`config.mk`:
```
export PLATFORM = sky130hd
export DESIGN_NAME = mf3_window
export DESIGN_NICKNAME = d
export VERILOG_FILES = /design/src/hdl/mf3_pkg.sv /design/src/hdl/mf3_window.sv
export SDC_FILE = /design/constraint.sdc
export NUM_CORES = 1
export LEC_CHECK = 0
export BUFFER_PORTS_ARGS = -buffer_cell sky130_fd_sc_hd__buf_2
export CAP_MARGIN = 30
export CORE_MARGIN = 4
export CORE_UTILIZATION = 41
export DETAILED_ROUTE_END_ITERATION = 6
export PLACE_DENSITY_LB_ADDON = 0.25
export SETUP_SLACK_MARGIN = 0.02
export SLEW_MARGIN = 20
export SYNTH_ARGS = -nofsm -noshare
export SYNTH_HDL_FRONTEND = slang
export SYNTH_SLANG_ARGS = --single-unit
```
`constraint.sdc`:
```
create_clock -name clk -period 1.31 [get_ports clk]
set_input_delay 0.3275 -clock clk [delete_from_list [all_inputs] [get_ports clk]]
set_output_delay 0.3275 -clock clk [all_outputs]
set_load 0.02 [all_outputs]
```
`src/hdl/mf3_pkg.sv`:
```
// Shared types, sizes and compare helpers for the 3x3 median filter.
package mf3_pkg;

  localparam int IMAGE_WIDTH  = 384;
  localparam int IMAGE_HEIGHT = 288;

  localparam int PIX_W  = 8;
  localparam int OUT_W  = 9;
  localparam int COL_W  = $clog2(IMAGE_WIDTH + 1);
  localparam int ROW_W  = $clog2(IMAGE_HEIGHT + 1);
  localparam int ADDR_W = $clog2(IMAGE_WIDTH);

  typedef logic [PIX_W-1:0]  pix_t;
  typedef logic [COL_W-1:0]  col_idx_t;
  typedef logic [ROW_W-1:0]  row_idx_t;
  typedef logic [ADDR_W-1:0] addr_t;

  // one window column, index 0 = oldest image row
  typedef pix_t [2:0] col_t;
  // whole window, index 0 = oldest column
  typedef col_t [2:0] win_t;

  // one line store entry: same column of the two previous rows
  typedef struct packed {
    pix_t older;
    pix_t newer;
  } lpair_t;

  typedef struct packed {
    logic   en;
    addr_t  addr;
    lpair_t data;
  } lbuf_wr_t;

  function automatic pix_t lo8(input pix_t a, input pix_t b);
    return (a < b) ? a : b;
  endfunction

  function automatic pix_t hi8(input pix_t a, input pix_t b);
    return (a > b) ? a : b;
  endfunction

  function automatic pix_t mid3(input pix_t a, input pix_t b, input pix_t c);
    return lo8(hi8(a, b), hi8(lo8(a, b), c));
  endfunction

endpackage

```
`src/hdl/mf3_window.sv`:
```
// 3x3 pixel window: shifts one column left per step, loads a new column when load is set.
module mf3_window (
  input  logic          clk,
  input  logic          en,
  input  logic          load,
  input  mf3_pkg::col_t new_col,
  output mf3_pkg::win_t win
);

  always_ff @(posedge clk) begin
    if (en) begin
      win[0] <= win[1];
      win[1] <= win[2];
      // padding column: newest column keeps its value
      if (load) begin
        win[2] <= new_col;
      end
    end
  end

endmodule

```
==> run summary <==
CP Cell Sequence -> buf_2
Required @ worst endpoint -> 980 ps
core box area -> 5110 um2
initial antenna violation count -> 0
fmax -> 803 MHz
Layout Nets -> 215
Peak VDD IR -> 0.000816 V
via count -> 1129
post-synth top area cell -> edfxtp_1
hold crit path type -> in -> reg
std cell rows -> 26
CTS Sinks -> 72
vias in the first global route -> 1190
Cell variety after synth -> 2
Total GRT Usage -> 12.7%
Top Registers -> win x72
Die X -> 80.7 um
flops & latches, synth -> 72
LEAKAGE -> 1.22 nW
worst-case clock buffer depth -> 2
Multi-input gate area -> 7.51 um2
Crit Path Max Fanout -> 2
crit-path leading delay family -> flip-flops
P per Cell Area -> 1590 nW/um2
ant diodes -> 0
layout cells sized above 1 -> 61.7%
Max-cap violations -> 0
initial cell density of the core -> 42.5%
total DRC errors in the routed layout -> 0
H-tree level count -> 3
post-route clock period utilization -> 95.1%
Avg Inst Size Synth -> 29.7 um2
Synth Cell Area -> 2170 um2
most frequent cells in the layout -> buf_2 (96), edfxtp_1 (72), clkbuf_8 (9), buf_4 (4)
peak per-stage delay on the critical path -> 410 ps
wire per inst -> 14.5 um
Final Skew -> 4.40 ps
Largest register FFs -> 72
Seq/Total Area, Yosys -> 99.7%
Power Total -> 4.79 mW
FILL cells -> 396
commonest non-fill, non-tap cell in the layout -> buf_2
total CTS buffers -> 9
routed vias/inst -> 4.29
Sequential Area -> 2160 um2
root buf cell -> clkbuf_8
post-synthesis cell count -> 73
Synth area leaders -> edfxtp_1 (100%), and2_1 (0.29%)
sum of negative setup slack -> 0 ps
min cycle time layout -> 1250 ps
critical path class -> reg -> out
Area growth syn-to-layout -> 39.2%
worst rel slew slack -> 75.1%
Die Height -> 80.7 um
IO Pins -> 99
Synth top area share -> 99.7%
Critical Path Start Type -> flip-flop
Final ANT Viol Nets -> 0
syn_nets -> 100
Most flops, register -> win
CP bufs+invs -> 1
HPWL Detailed -> 2900 um
DRT iter0 DRCs -> 53
status -> completed
TritonRoute pass-1 iters -> 4
WP data arrival -> 920 ps
total routed wirelength -> 3810 um
Clock Latency Late Sink -> 330 ps
Final GP Congestion -> 0.673
Hold Violations, Final -> 0
largest net degree at the start of global routing -> 33
fin. max-slew vios -> 0
actual slew at the worst max-slew pin -> 373 ps
RSZ-0062 raised after global routing -> yes
final setup fails -> 0
yosys warns -> 0
IO buf count -> 98
die area -> 6520 um2
CP endpoint kind -> output port
CTS clk-pin slew, worst paths -> 70 ps
TritonCTS clock tree -> yes
CP max-delay cell -> edfxtp_1
first-pass GRT wire length -> 5720 um
total gr overflow -> 0
[through the flow]
step | util, % | hold WS, ps | instances | area, um2 | setup WS [ps]
6_report | 59.1 | 166 | 263 | 3020 | 64.1
2_1_floorplan | - | 426 | 73 | 2170 | 233
3_5_place_dp | 54.9 | 432 | 245 | 2800 | 159
3_3_place_gp | 54.9 | 427 | 245 | 2800 | 187
5_1_grt | 59.1 | 143 | 263 | 3020 | 10.8
4_1_cts | 58.5 | 146 | 261 | 2990 | 24.1
[Yosys cell counts]
master	instances
edfxtp_1	72
and2_1	1
[layout make-up]
| class | instances | area share [%] |
|---|---|---|
| clock buffers | 10 | 4.23 |
| repair buffers | 104 | 19.0 |
| multi-input cells | 1 | 0.249 |
| clock inverters | 6 | 1.99 |
| flip-flops and latches | 72 | 71.6 |
| well taps | 70 | 2.90 |
[repair_timing]
item                       4_1_cts  5_1_grt
hold buffers                     0        0
setup buffers                    0        2
gates resized for setup          0        4
setup endpoints to repair        0        4
[logic make-up after synthesis]
family	after synthesis	share of synthesized area, %
and+or+nand+nor	1	0.289
DFF	72	99.7
[path summary, 6_finish.rpt]
check               startpoint  slack, ps  cells after the start                 to
min reg2reg  win[25]$_DFFE_PP_        450                      0   win[1]$_DFFE_PP_
min                new_col[19]        170                      1  win[67]$_DFFE_PP_
max reg2reg  win[26]$_DFFE_PP_        520                      1   win[2]$_DFFE_PP_
max          win[26]$_DFFE_PP_         60                      1            win[26]
[metal layers]
metal  track usage (%)  routed length (um)
met1              13.0                1330
met2              20.8                1940
met3              5.04                 438
met4              9.29                 112
met5                 0                   0
[power breakdown]
group / switching (mW) / internal (mW)
clock: 0.749 / 0.869
combinational: 0.273 / 0.140
sequential: 0.0540 / 2.70
(Power assumes the default switching activity.)
