`src/hdl/mf3_pkg.sv`:
```
// Shared types, sizes and compare helpers for the 3x3 median filter.
package mf3_pkg;

  localparam int IMAGE_WIDTH  = 384;
  localparam int IMAGE_HEIGHT = 288;

  localparam int PIX_W  = 8;
  localparam int OUT_W  = 9;
  localparam int COL_W  = $clog2(IMAGE_WIDTH + 1);
  localparam int ROW_W  = $clog2(IMAGE_HEIGHT + 1);
  localparam int ADDR_W = $clog2(IMAGE_WIDTH);

  typedef logic [PIX_W-1:0]  pix_t;
  typedef logic [COL_W-1:0]  col_idx_t;
  typedef logic [ROW_W-1:0]  row_idx_t;
  typedef logic [ADDR_W-1:0] addr_t;

  // one window column, index 0 = oldest image row
  typedef pix_t [2:0] col_t;
  // whole window, index 0 = oldest column
  typedef col_t [2:0] win_t;

  // one line store entry: same column of the two previous rows
  typedef struct packed {
    pix_t older;
    pix_t newer;
  } lpair_t;

  typedef struct packed {
    logic   en;
    addr_t  addr;
    lpair_t data;
  } lbuf_wr_t;

  function automatic pix_t lo8(input pix_t a, input pix_t b);
    return (a < b) ? a : b;
  endfunction

  function automatic pix_t hi8(input pix_t a, input pix_t b);
    return (a > b) ? a : b;
  endfunction

  function automatic pix_t mid3(input pix_t a, input pix_t b, input pix_t c);
    return lo8(hi8(a, b), hi8(lo8(a, b), c));
  endfunction

endpackage

```
`src/hdl/mf3_median.sv`:
```
// Exact 3x3 median: per-column sort, then min-of-max / mid-of-mid / max-of-min.
module mf3_median (
  input  mf3_pkg::win_t win,
  output mf3_pkg::pix_t med
);

  mf3_pkg::pix_t up [3];
  mf3_pkg::pix_t md [3];
  mf3_pkg::pix_t bt [3];

  always_comb begin
    for (int c = 0; c < 3; c++) begin
      up[c] = mf3_pkg::hi8(mf3_pkg::hi8(win[c][0], win[c][1]), win[c][2]);
      bt[c] = mf3_pkg::lo8(mf3_pkg::lo8(win[c][0], win[c][1]), win[c][2]);
      md[c] = mf3_pkg::mid3(win[c][0], win[c][1], win[c][2]);
    end
  end

  assign med = mf3_pkg::mid3(mf3_pkg::lo8(mf3_pkg::lo8(up[0], up[1]), up[2]),
                             mf3_pkg::mid3(md[0], md[1], md[2]),
                             mf3_pkg::hi8(mf3_pkg::hi8(bt[0], bt[1]), bt[2]));

endmodule

```
`config.mk`:
```
export PLATFORM = sky130hd
export DESIGN_NAME = mf3_median
export DESIGN_NICKNAME = d
export VERILOG_FILES = /design/src/hdl/mf3_pkg.sv /design/src/hdl/mf3_median.sv
export SDC_FILE = /design/constraint.sdc
export NUM_CORES = 1
export LEC_CHECK = 0
export ABC_AREA = 1
export BUFFER_PORTS_ARGS = -buffer_cell sky130_fd_sc_hd__buf_2
export CORE_MARGIN = 2
export CORE_UTILIZATION = 57
export DETAILED_ROUTE_END_ITERATION = 16
export PLACE_DENSITY = 0.78
export REMOVE_ABC_BUFFERS = 1
export SETUP_SLACK_MARGIN = 0.5
export SLEW_MARGIN = 20
export SYNTH_ARGS = -nofsm -noshare
export SYNTH_HDL_FRONTEND = slang
export SYNTH_SLANG_ARGS = --single-unit
```
`constraint.sdc`:
```
create_clock -name vclk -period 39.1
set_input_delay 7.82 -clock vclk [all_inputs]
set_output_delay 7.82 -clock vclk [all_outputs]
set_load 0.05 [all_outputs]
```
==> results of run 1 <==
-- logic make-up after synthesis --
kind of cell,after synthesis,share of synthesized area (%)
compound gates,309,24.6
fa+ha+maj,162,30.4
buf+inv,182,10.3
simple gates,544,34.7
-- final cells by class --
type                            instances  area, µm²  area share [%]
Timing Repair Buffer                   81        408            5.70
Inverter                              156        586            8.18
Tap cell                              143        179            2.50
Multi-Input combinational cell       1015       5990            83.6
-- metrics by stage --
step           instances  setup WS, ns
2_1_floorplan       1171         12.13
3_3_place_gp        1395         10.49
3_5_place_dp        1395         10.20
4_1_cts             1395         10.17
5_1_grt             1395          8.33
6_report            1395          9.89
-- metal layers --
metal / vias up / share of wire [%] / global-route usage, %
li1: 4126 / - / -
met1: 3415 / 48 / 41.9
met2: 268 / 44 / 47.2
met3: 24 / 6.4 / 1.94
met4: 0 / 2.1 / 5.85
met5: - / 0 / 0
-- cell usage in the layout (no fill, tap or decap), drive strengths merged, types with 2 or more instances in the layout --
| cell | instances |
|---|---|
| a211oi | 14 |
| o211ai | 2 |
| o21ai | 215 |
| a32oi | 2 |
| clkinv | 3 |
| nand3 | 49 |
| inv | 153 |
| nand4 | 12 |
| a21oi | 63 |
| a21o | 3 |
| buf | 81 |
| nand3b | 3 |
| nand2 | 434 |
| ha | 162 |
| o21a | 4 |
| nor2 | 42 |
| o21bai | 2 |
-- worst max-delay path by stage --
stage / end / slack (ns)
after floorplan: med[0] / 12.13
after global placement: med[3] / 10.49
after detailed placement: med[7] / 10.20
after CTS: med[4] / 10.17
after global routing: med[3] / 8.33
final: med[7] / 9.89
-- worst min-delay path: cells and delay by family --
family,cells,cell delay [ns]
AO/OA/AOI/OAI,3,0.44
buffers and inverters,3,0.43
AND/OR/NAND/NOR,4,0.27
==> run summary, run 1 <==
After synthesis the cells add up to 0.00667 mm². The worst hold endpoint is med[7]. The antenna diode instance count is 0. The post-layout instance area is 0.00716 mm². The final cell utilization of the core is 62.7%. The wire length of the first global-routing pass is 31.1 mm. The total length of routed wires came out at 18.6 mm.

The final layout net count is 1,488. The worst slack on hold paths came out at 16.77 ns. For this design, the CTS-stage hold fixing added 0 buffers. The area taken by flip-flops and latches is 0 µm².

The effective utilization at floorplan is 58.4%. The die covers 0.0126 mm². The headroom to the max-slew limit came out at 37.6%. The count of endpoints failing hold in the final timing report came out at 0. In the routed design, unresolved DRC markers number 0.

The fill cell instance count of the final layout is 1,197. The largest net degree at the start of global routing came out at 18. After legalization and detailed placement, the total HPWL measured 16.3 mm.

The family of cells with the greatest summed delay on the critical path is compound AO/OA/AOI/OAI gates. The overall fraction of global-route tracks in use is 28.9%. The data arrival time of the critical path came out at 21.39 ns.

In the finished design the tool counted flip-flops and latches totalling 0. Dividing the detail-routed wire length by the instance count gives 13.4 µm. The synthesized instance count is 1,197. The number of placement rows is 39.

In this run the worst hold path is classified as primary input to output pin. The proportion of netlist area held by the largest area contributor came out at 30.4%. The detailed-route vias per instance is 5.62. The detailed router placed 7,833 vias in this run.

The pin slew with the least headroom to its limit is 0.935 ns. The count of distinct cell types in the synthesized netlist came out at 35. Setup repair after global routing left no endpoint under its margin. The minimum period implied by the final worst setup slack came out at 29.21 ns. The count of buffers added by post-CTS timing repair for setup is 0. The die outline height came out at 112 µm. The final-layout clock buffer total came out at 0. The buffer and inverter count on the worst path is 11. The critical path capture point type is an output pin. In the final layout, the share of cells above drive strength 1 is 10.5%.

Before antenna repair, the detailed router went through 6 iterations. The cell depth of the worst setup path came out at 70. The maximum frequency from static timing analysis came out at 34.2 MHz. The post-synthesis sequential area ratio came out at 0%.

The required time of the critical path came out at 31.28 ns. The maximum fanout encountered on the critical timing path is 16. The flow ran to the end, and the final reports show no timing, DRC or antenna violations. A synthesized cell averages 5.58 µm². The final number of max-transition violations was 0. From left edge to right edge, the die measures 112 µm. In the synthesized netlist, the cells that appear most often are sky130_fd_sc_hd__nand2_1 (400), sky130_fd_sc_hd__o21ai_0 (196), sky130_fd_sc_hd__ha_1 (162). The detail route stage leaves a number of antenna-violating nets equal to 0. In this run, the number of DRC markers left after iteration 0 of detailed routing was 527. Input and output buffers added on the ports amount to 80. The top-level port count came out at 80. The standard cell area after detailed placement came out at 0.00716 mm². The part of the cycle the worst path needs is 74.7%. In this run the worst setup path begins at win[11].

The number of antenna violations at the first check in global routing was 0. The total congestion overflow is 0. The number of cells upsized or downsized after cts is 0.

The worst hold path passes through 10 cells. The cell type with the highest aggregate area in the netlist is sky130_fd_sc_hd__ha_1. By area the synthesized netlist is led by sky130_fd_sc_hd__ha_1 (30%), sky130_fd_sc_hd__nand2_1 (22%), sky130_fd_sc_hd__o21ai_0 (15%). The count of yosys warnings during synthesis came out at 0.

The startpoint of the worst hold path is win[71]. The longest individual stage delay on the worst path came out at 0.68 ns. The reported max-cap violation count came out at 0. The final setup TNS is 0 ns. The slowest library cell on the worst path is sky130_fd_sc_hd__a31oi_1. The layout overhead on the synthesized area is 7.29%. Counting stages on the worst path, the most repeated cell is sky130_fd_sc_hd__nand2_1. Setup violations remaining at the end of the flow were counted as 0. The leading cell type by number of instances after synthesis is sky130_fd_sc_hd__nand2_1. The core region area came out at 0.0114 mm².

The worst setup path is of the primary input to output pin kind. The worst setup path is launched from a primary input. The via count of the first global-routing pass is 6,768. The placer's final routability congestion estimate is 0.987.
Power of run 1 is left out: the tool's default activity adds up to more than one toggle a clock period on the data nets, which glitch-free logic cannot reach.
==> run 2: changes to the inputs <==
==> constraint.sdc (replaced) <==
create_clock -name vclk -period 29.3
set_input_delay 5.86 -clock vclk [all_inputs]
set_output_delay 5.86 -clock vclk [all_outputs]
set_load 0.05 [all_outputs]
==> run summary, run 2 (synthesis gave the netlist of run 1 again) <==
Result of the run: complete, no violations (unchanged). The cts-stage hold buffer count came to 0 (unchanged). The reported max-cap violation count is 0 (unchanged). The fraction of layout instances using a drive strength above 1 is 10.5% (unchanged). The final layout net count came out at 1,488 (unchanged). The wire length of the first global-routing pass is 30.9 mm (was 31.1 mm). The category of the worst setup path launch point is a primary input (unchanged). The number of antenna-violating nets in the routed design is 0 (unchanged).

The minimum period implied by the final worst setup slack is 25.25 ns. The slowest library cell on the worst path was sky130_fd_sc_hd__a31oi_1 (unchanged). The most used cell along the critical path was sky130_fd_sc_hd__nand2_1 (unchanged). The headroom to the max-slew limit is 38.2% (was 37.6%). The number of cells upsized or downsized after cts came to 0 (unchanged).

The cell count of the worst hold path came out at 10 (unchanged). The largest net degree at the start of global routing is 18 (unchanged). The class of the worst hold path is primary input to output pin (unchanged). The die outline height is 112 µm (unchanged). The pin slew with the least headroom to its limit is 0.927 ns (was 0.935 ns). The detailed placement HPWL came out at 16.3 mm (about the same). The data arrival time of the critical path is 19.39 ns (was 21.39 ns).

The number of buffers added on ports came out at 80 (unchanged). The overall fraction of global-route tracks in use is 28.7% (was 28.9%). The total length of routed wires is 18.4 mm (was 18.6 mm).

The core region area is 0.0114 mm² (unchanged). The effective utilization at floorplan came out at 58.4% (unchanged). The antenna diode instance count came to 0 (unchanged). The number of placement rows came out at 39 (unchanged). The maximum frequency from static timing analysis is 39.6 MHz. The final-layout clock buffer total is 0 (unchanged). The DRC violation count after routing is 0 (unchanged).

The detailed-router iteration count before antenna repair came to 5 (was 6). The detailed-route vias per instance is 5.56 (was 5.62). The count of buffers added by post-CTS timing repair for setup came out at 0 (unchanged). The number of antenna violations at the first check in global routing came to 0 (unchanged). Unrepaired setup endpoints after global routing: no (unchanged). The placer's final routability congestion estimate is 0.988 (was 0.987). The count of placed standard cells including taps is 1,395 (unchanged). The total number of vias is 7,756 (was 7,833). The layout overhead on the synthesized area came out at 7.29% (unchanged). The top-level port count came out at 80 (unchanged).

The required time of the critical path came out at 23.44 ns (was 31.28 ns). The count of endpoints failing hold in the final timing report came to 0 (unchanged). The area taken by flip-flops and latches is 0 µm² (unchanged). Top library cells by usage in the layout, fill and taps aside: sky130_fd_sc_hd__nand2_1 (400), sky130_fd_sc_hd__o21ai_0 (196), sky130_fd_sc_hd__ha_1 (162) (unchanged). The routed length per placed instance was 13.2 µm (was 13.4 µm). The part of the cycle the worst path needs is 86.2%. The maximum fanout encountered on the critical timing path is 16 (unchanged). The count of flip-flops and latches is 0 (unchanged).

The via count of the first global-routing pass came out at 6,685 (was 6,768). The full die area is 0.0126 mm² (unchanged). The final number of setup-violating endpoints came out at 0 (unchanged). The final number of max-transition violations is 0 (unchanged).

The longest individual stage delay on the worst path came out at 0.69 ns (was 0.68 ns). The non-filler instance count after layout came out at 1,395 (unchanged). The start-to-end type of the worst setup path is primary input to output pin (unchanged). The number of DRC markers in iteration 0 is 574 (was 527). The critical path capture point type is an output pin (unchanged).

The total congestion overflow came out at 0 (unchanged). The width of the die came out at 112 µm (unchanged). The most common cell after layout, fill and taps aside was sky130_fd_sc_hd__nand2_1 (unchanged).

The final setup TNS came out at 0 ns (unchanged).
==> run 2: cell counts in the layout (fill, tap and decap cells not counted) <==
No cell type changed its count.
==> run 2: critical path: cells and delay by family <==
| family | cells | cell delay (ns) |
|---|---|---|
| compound gates | 24 | 6.32 |
| simple gates | 26 | 2.49 |
| fa+ha+maj | 9 | 2.85 |
| buf+inv | 12 | 1.80 |
==> run 2: path summary, 6_finish.rpt <==
check             startpoint      to
setup / recovery     win[11]  med[6]
hold / removal       win[70]  med[6]
==> run 2: metrics by stage <==
stage	hold WS (ns)	setup slack, ns	utilization [%]	area (µm²)
after detailed placement	12.85	4.33	62.7	7160
after global routing	12.96	2.36	62.7	7160
final	12.88	4.05	62.7	7160
after floorplan	12.45	6.25	-	6570
after global placement	12.84	4.60	62.7	7160
after CTS	12.85	4.31	62.7	7160
==> run 2: area by class of cell <==
class / instances / area, µm²
Tap cell: 143 / 179
Timing Repair Buffer: 81 / 408
Multi-Input combinational cell: 1015 / 5990
Inverter: 156 / 586
Fill cell: 1166 / 4260
==> run 2: routing by layer <==
metal  share of wire (%)  GRT usage [%]
met5                   0              0
met4                 1.4           4.80
met2                  43           47.1
met1                  47           41.9
met3                 7.7           2.05
Power of run 2 is left out for the same reason.
==> run 3: changes to the inputs <==
--- a/config.mk
+++ b/config.mk
@@ -5,7 +5,6 @@
 export SDC_FILE = /design/constraint.sdc
 export NUM_CORES = 1
 export LEC_CHECK = 0
-export ABC_AREA = 1
 export BUFFER_PORTS_ARGS = -buffer_cell sky130_fd_sc_hd__buf_2
 export CORE_MARGIN = 2
 export CORE_UTILIZATION = 57
==> run summary, run 3 <==
The post-synthesis sequential area ratio is 0% (unchanged). The final number of max-transition violations is 0 (unchanged). The wire length of the first global-routing pass is 33.8 mm (was 30.9 mm). The worst-case setup slack after placement is 1.21 ns (was 4.33 ns). The worst hold endpoint is med[7] (was med[6]). The pin slew with the least headroom to its limit came out at 0.983 ns (was 0.927 ns). The placer's final routability congestion estimate was 1.01 (was 0.988).

The maximum frequency from static timing analysis came out at 36.1 MHz (was 39.6 MHz). The routed length per placed instance is 16.0 µm (was 13.2 µm). The required time of the critical path is 23.44 ns (about the same). The startpoint of the worst hold path is win[71] (was win[70]). The minimum period implied by the final worst setup slack is 27.67 ns (was 25.25 ns). Most numerous cell types in the synthesized netlist: sky130_fd_sc_hd__ha_1 (162), sky130_fd_sc_hd__inv_1 (115), sky130_fd_sc_hd__a21oi_1 (93) (was sky130_fd_sc_hd__nand2_1 (400), sky130_fd_sc_hd__o21ai_0 (196), sky130_fd_sc_hd__ha_1 (162)).

The count of yosys warnings during synthesis came to 0 (unchanged). The reported max-cap violation count came out at 0 (unchanged). The number of DRC markers in iteration 0 is 580 (was 574). The final setup TNS came out at 0 ns (unchanged). The number of buffers added on ports is 80 (unchanged). The class of the worst hold path is primary input to output pin (unchanged). The part of the cycle the worst path needs is 94.5% (was 86.2%).

The full die area came to 0.0140 mm² (was 0.0126 mm²). The count of endpoints failing hold in the final timing report is 0 (unchanged). The maximum fanout encountered on the critical timing path came to 22 (was 16). The longest individual stage delay on the worst path came out at 0.64 ns (was 0.69 ns). The cell type with the highest aggregate area in the netlist is sky130_fd_sc_hd__ha_1 (unchanged).

The headroom to the max-slew limit was 34.0% (was 38.2%). The die outline height came out at 118 µm (was 112 µm). The total length of routed wires is 20.5 mm (was 18.4 mm). The detailed placement HPWL is 17.6 mm (was 16.3 mm). The data arrival time of the critical path is 21.81 ns (was 19.39 ns). The antenna diode instance count is 0 (unchanged). The category of the worst setup path launch point is a primary input (unchanged). The count of distinct cell types in the synthesized netlist is 80 (was 35). The number of antenna violations at the first check in global routing is 0 (unchanged).

The count of buffers added by post-CTS timing repair for setup came out at 0 (unchanged). The layout overhead on the synthesized area came out at 7.28% (was 7.29%). The area occupied by multi-input gates is 0.00691 mm² (was 0.00599 mm²). The width of the die is 118 µm (was 112 µm).

The overall fraction of global-route tracks in use is 28.1% (was 28.7%). The effective utilization at floorplan came out at 58.7% (was 58.4%). The number of cells upsized or downsized after cts came out at 0 (unchanged). The core region area is 0.0127 mm² (was 0.0114 mm²). Unrepaired setup endpoints after global routing: no (unchanged).

The most common cell after layout, fill and taps aside was sky130_fd_sc_hd__ha_1 (was sky130_fd_sc_hd__nand2_1). The area taken by flip-flops and latches is 0 µm² (unchanged). The standard cell area after detailed placement came to 0.00797 mm² (was 0.00716 mm²). The smallest setup slack after layout is 1.63 ns (was 4.05 ns). The cts-stage hold buffer count came out at 0 (unchanged). The detailed-route vias per instance is 6.12 (was 5.56). The detailed-router iteration count before antenna repair is 6 (was 5). The leading cell type by number of instances after synthesis is sky130_fd_sc_hd__ha_1 (was sky130_fd_sc_hd__nand2_1). The final-layout clock buffer total was 0 (unchanged). Result of the run: complete, no violations (unchanged). The non-filler instance count after layout came to 1,280 (was 1,395).

The DRC violation count after routing came out at 0 (unchanged). The fill cell instance count of the final layout was 1,212 (was 1,166). The netlist area before placement came out at 0.00744 mm² (was 0.00667 mm²). The slowest library cell on the worst path is sky130_fd_sc_hd__nor2_1 (was sky130_fd_sc_hd__a31oi_1). The final number of setup-violating endpoints came out at 0 (unchanged). The top-level port count was 80 (unchanged).

The via count of the first global-routing pass came out at 7,200 (was 6,685). Top library cells by usage in the layout, fill and taps aside: sky130_fd_sc_hd__ha_1 (162), sky130_fd_sc_hd__inv_1 (115), sky130_fd_sc_hd__a21oi_1 (93) (was sky130_fd_sc_hd__nand2_1 (400), sky130_fd_sc_hd__o21ai_0 (196), sky130_fd_sc_hd__ha_1 (162)). The synthesized instance count is 1,052 (was 1,197).

The number of antenna-violating nets in the routed design is 0 (unchanged). The most used cell along the critical path is sky130_fd_sc_hd__ha_1 (was sky130_fd_sc_hd__nand2_1). The count of flip-flops and latches is 0 (unchanged).

The critical path capture point type was an output pin (unchanged). The post-layout instance area was 0.00799 mm² (was 0.00716 mm²). The total congestion overflow came to 0 (unchanged). The total number of vias came out at 7,832 (was 7,756). The number of placement rows is 41 (was 39). The proportion of netlist area held by the largest area contributor came out at 27.2% (was 30.4%). Ranking of synthesized cells by area: sky130_fd_sc_hd__ha_1 (27%), sky130_fd_sc_hd__mux2i_1 (12%), sky130_fd_sc_hd__a21oi_1 (6.3%) (was sky130_fd_sc_hd__ha_1 (30%), sky130_fd_sc_hd__nand2_1 (22%), sky130_fd_sc_hd__o21ai_0 (15%)). The largest net degree at the start of global routing was 23 (was 18).

The start-to-end type of the worst setup path is primary input to output pin (unchanged). The cell count of the worst hold path is 8 (was 10). The fraction of layout instances using a drive strength above 1 is 14.1% (was 10.5%).

The count of placed standard cells including taps was 1,280 (was 1,395). The final layout net count came out at 1,344 (was 1,488). The mean instance size in the synthesized netlist is 7.08 µm² (was 5.58 µm²).
-- run 3: changes by cell type in the layout (fill, tap and decap cells not counted), moves of 20 or more --
cell                      before  now
sky130_fd_sc_hd__mux2_2        0   35
sky130_fd_sc_hd__o21a_1        4   24
sky130_fd_sc_hd__o21ai_0     196   88
sky130_fd_sc_hd__nand3_1      49   19
sky130_fd_sc_hd__a21oi_1      62   93
sky130_fd_sc_hd__nor2_1       39   74
sky130_fd_sc_hd__nand2_2      23    0
sky130_fd_sc_hd__mux2i_1       0   86
sky130_fd_sc_hd__nand2_1     400   87
sky130_fd_sc_hd__inv_1       144  115
sky130_fd_sc_hd__a21o_1        3   29
-- run 3: worst max path at each step --
stage	startpoint	to	slack, ns
2_1_floorplan	win[9]	med[1]	2.62
3_3_place_gp	win[33]	med[5]	1.63
6_report	win[9]	med[1]	1.63
3_5_place_dp	win[33]	med[1]	1.21
5_1_grt	win[9]	med[1]	0.51
4_1_cts	win[33]	med[1]	1.18
-- run 3: metrics by stage --
stage | hold WS [ns] | utilization, %
2_1_floorplan | 12.46 | -
3_3_place_gp | 12.67 | 62.9
3_5_place_dp | 12.69 | 62.9
4_1_cts | 12.70 | 62.9
5_1_grt | 12.77 | 63.0
6_report | 12.69 | 63.0
-- run 3: final cells by class --
class | count | share of cell area [%]
inverters | 115 | 5.41
multi-input cells | 909 | 86.5
well taps | 172 | 2.70
repair buffers | 84 | 5.39
-- run 3: logic make-up after synthesis --
family / synth area share (%)
AO/OA/AOI/OAI: 29.3
multiplexers: 17.2
adder cells (fa/ha/maj): 27.2
AND/OR/NAND/NOR: 18.8
buffers and inverters: 7.38
-- run 3: per-layer routing --
layer  part of all wire, %  vias to the layer above  routed length, µm  GRT usage (%)
met3                   6.5                       30               1330           2.94
met2                    45                      259               9260           47.9
met1                    46                     3540               9470           37.7
li1                      -                     4003                  -              -
met5                     0                        -                  0              0
met4                   2.2                        0                455           6.55
-- run 3: critical path, delay by kind of cell --
family / cells / cell delay, ns
buffers and inverters: 9 / 1.34
multiplexers: 4 / 1.37
AND/OR/NAND/NOR: 18 / 4.06
adder cells (fa/ha/maj): 8 / 2.43
AO/OA/AOI/OAI: 33 / 6.76
Power of run 3 is left out for the same reason.
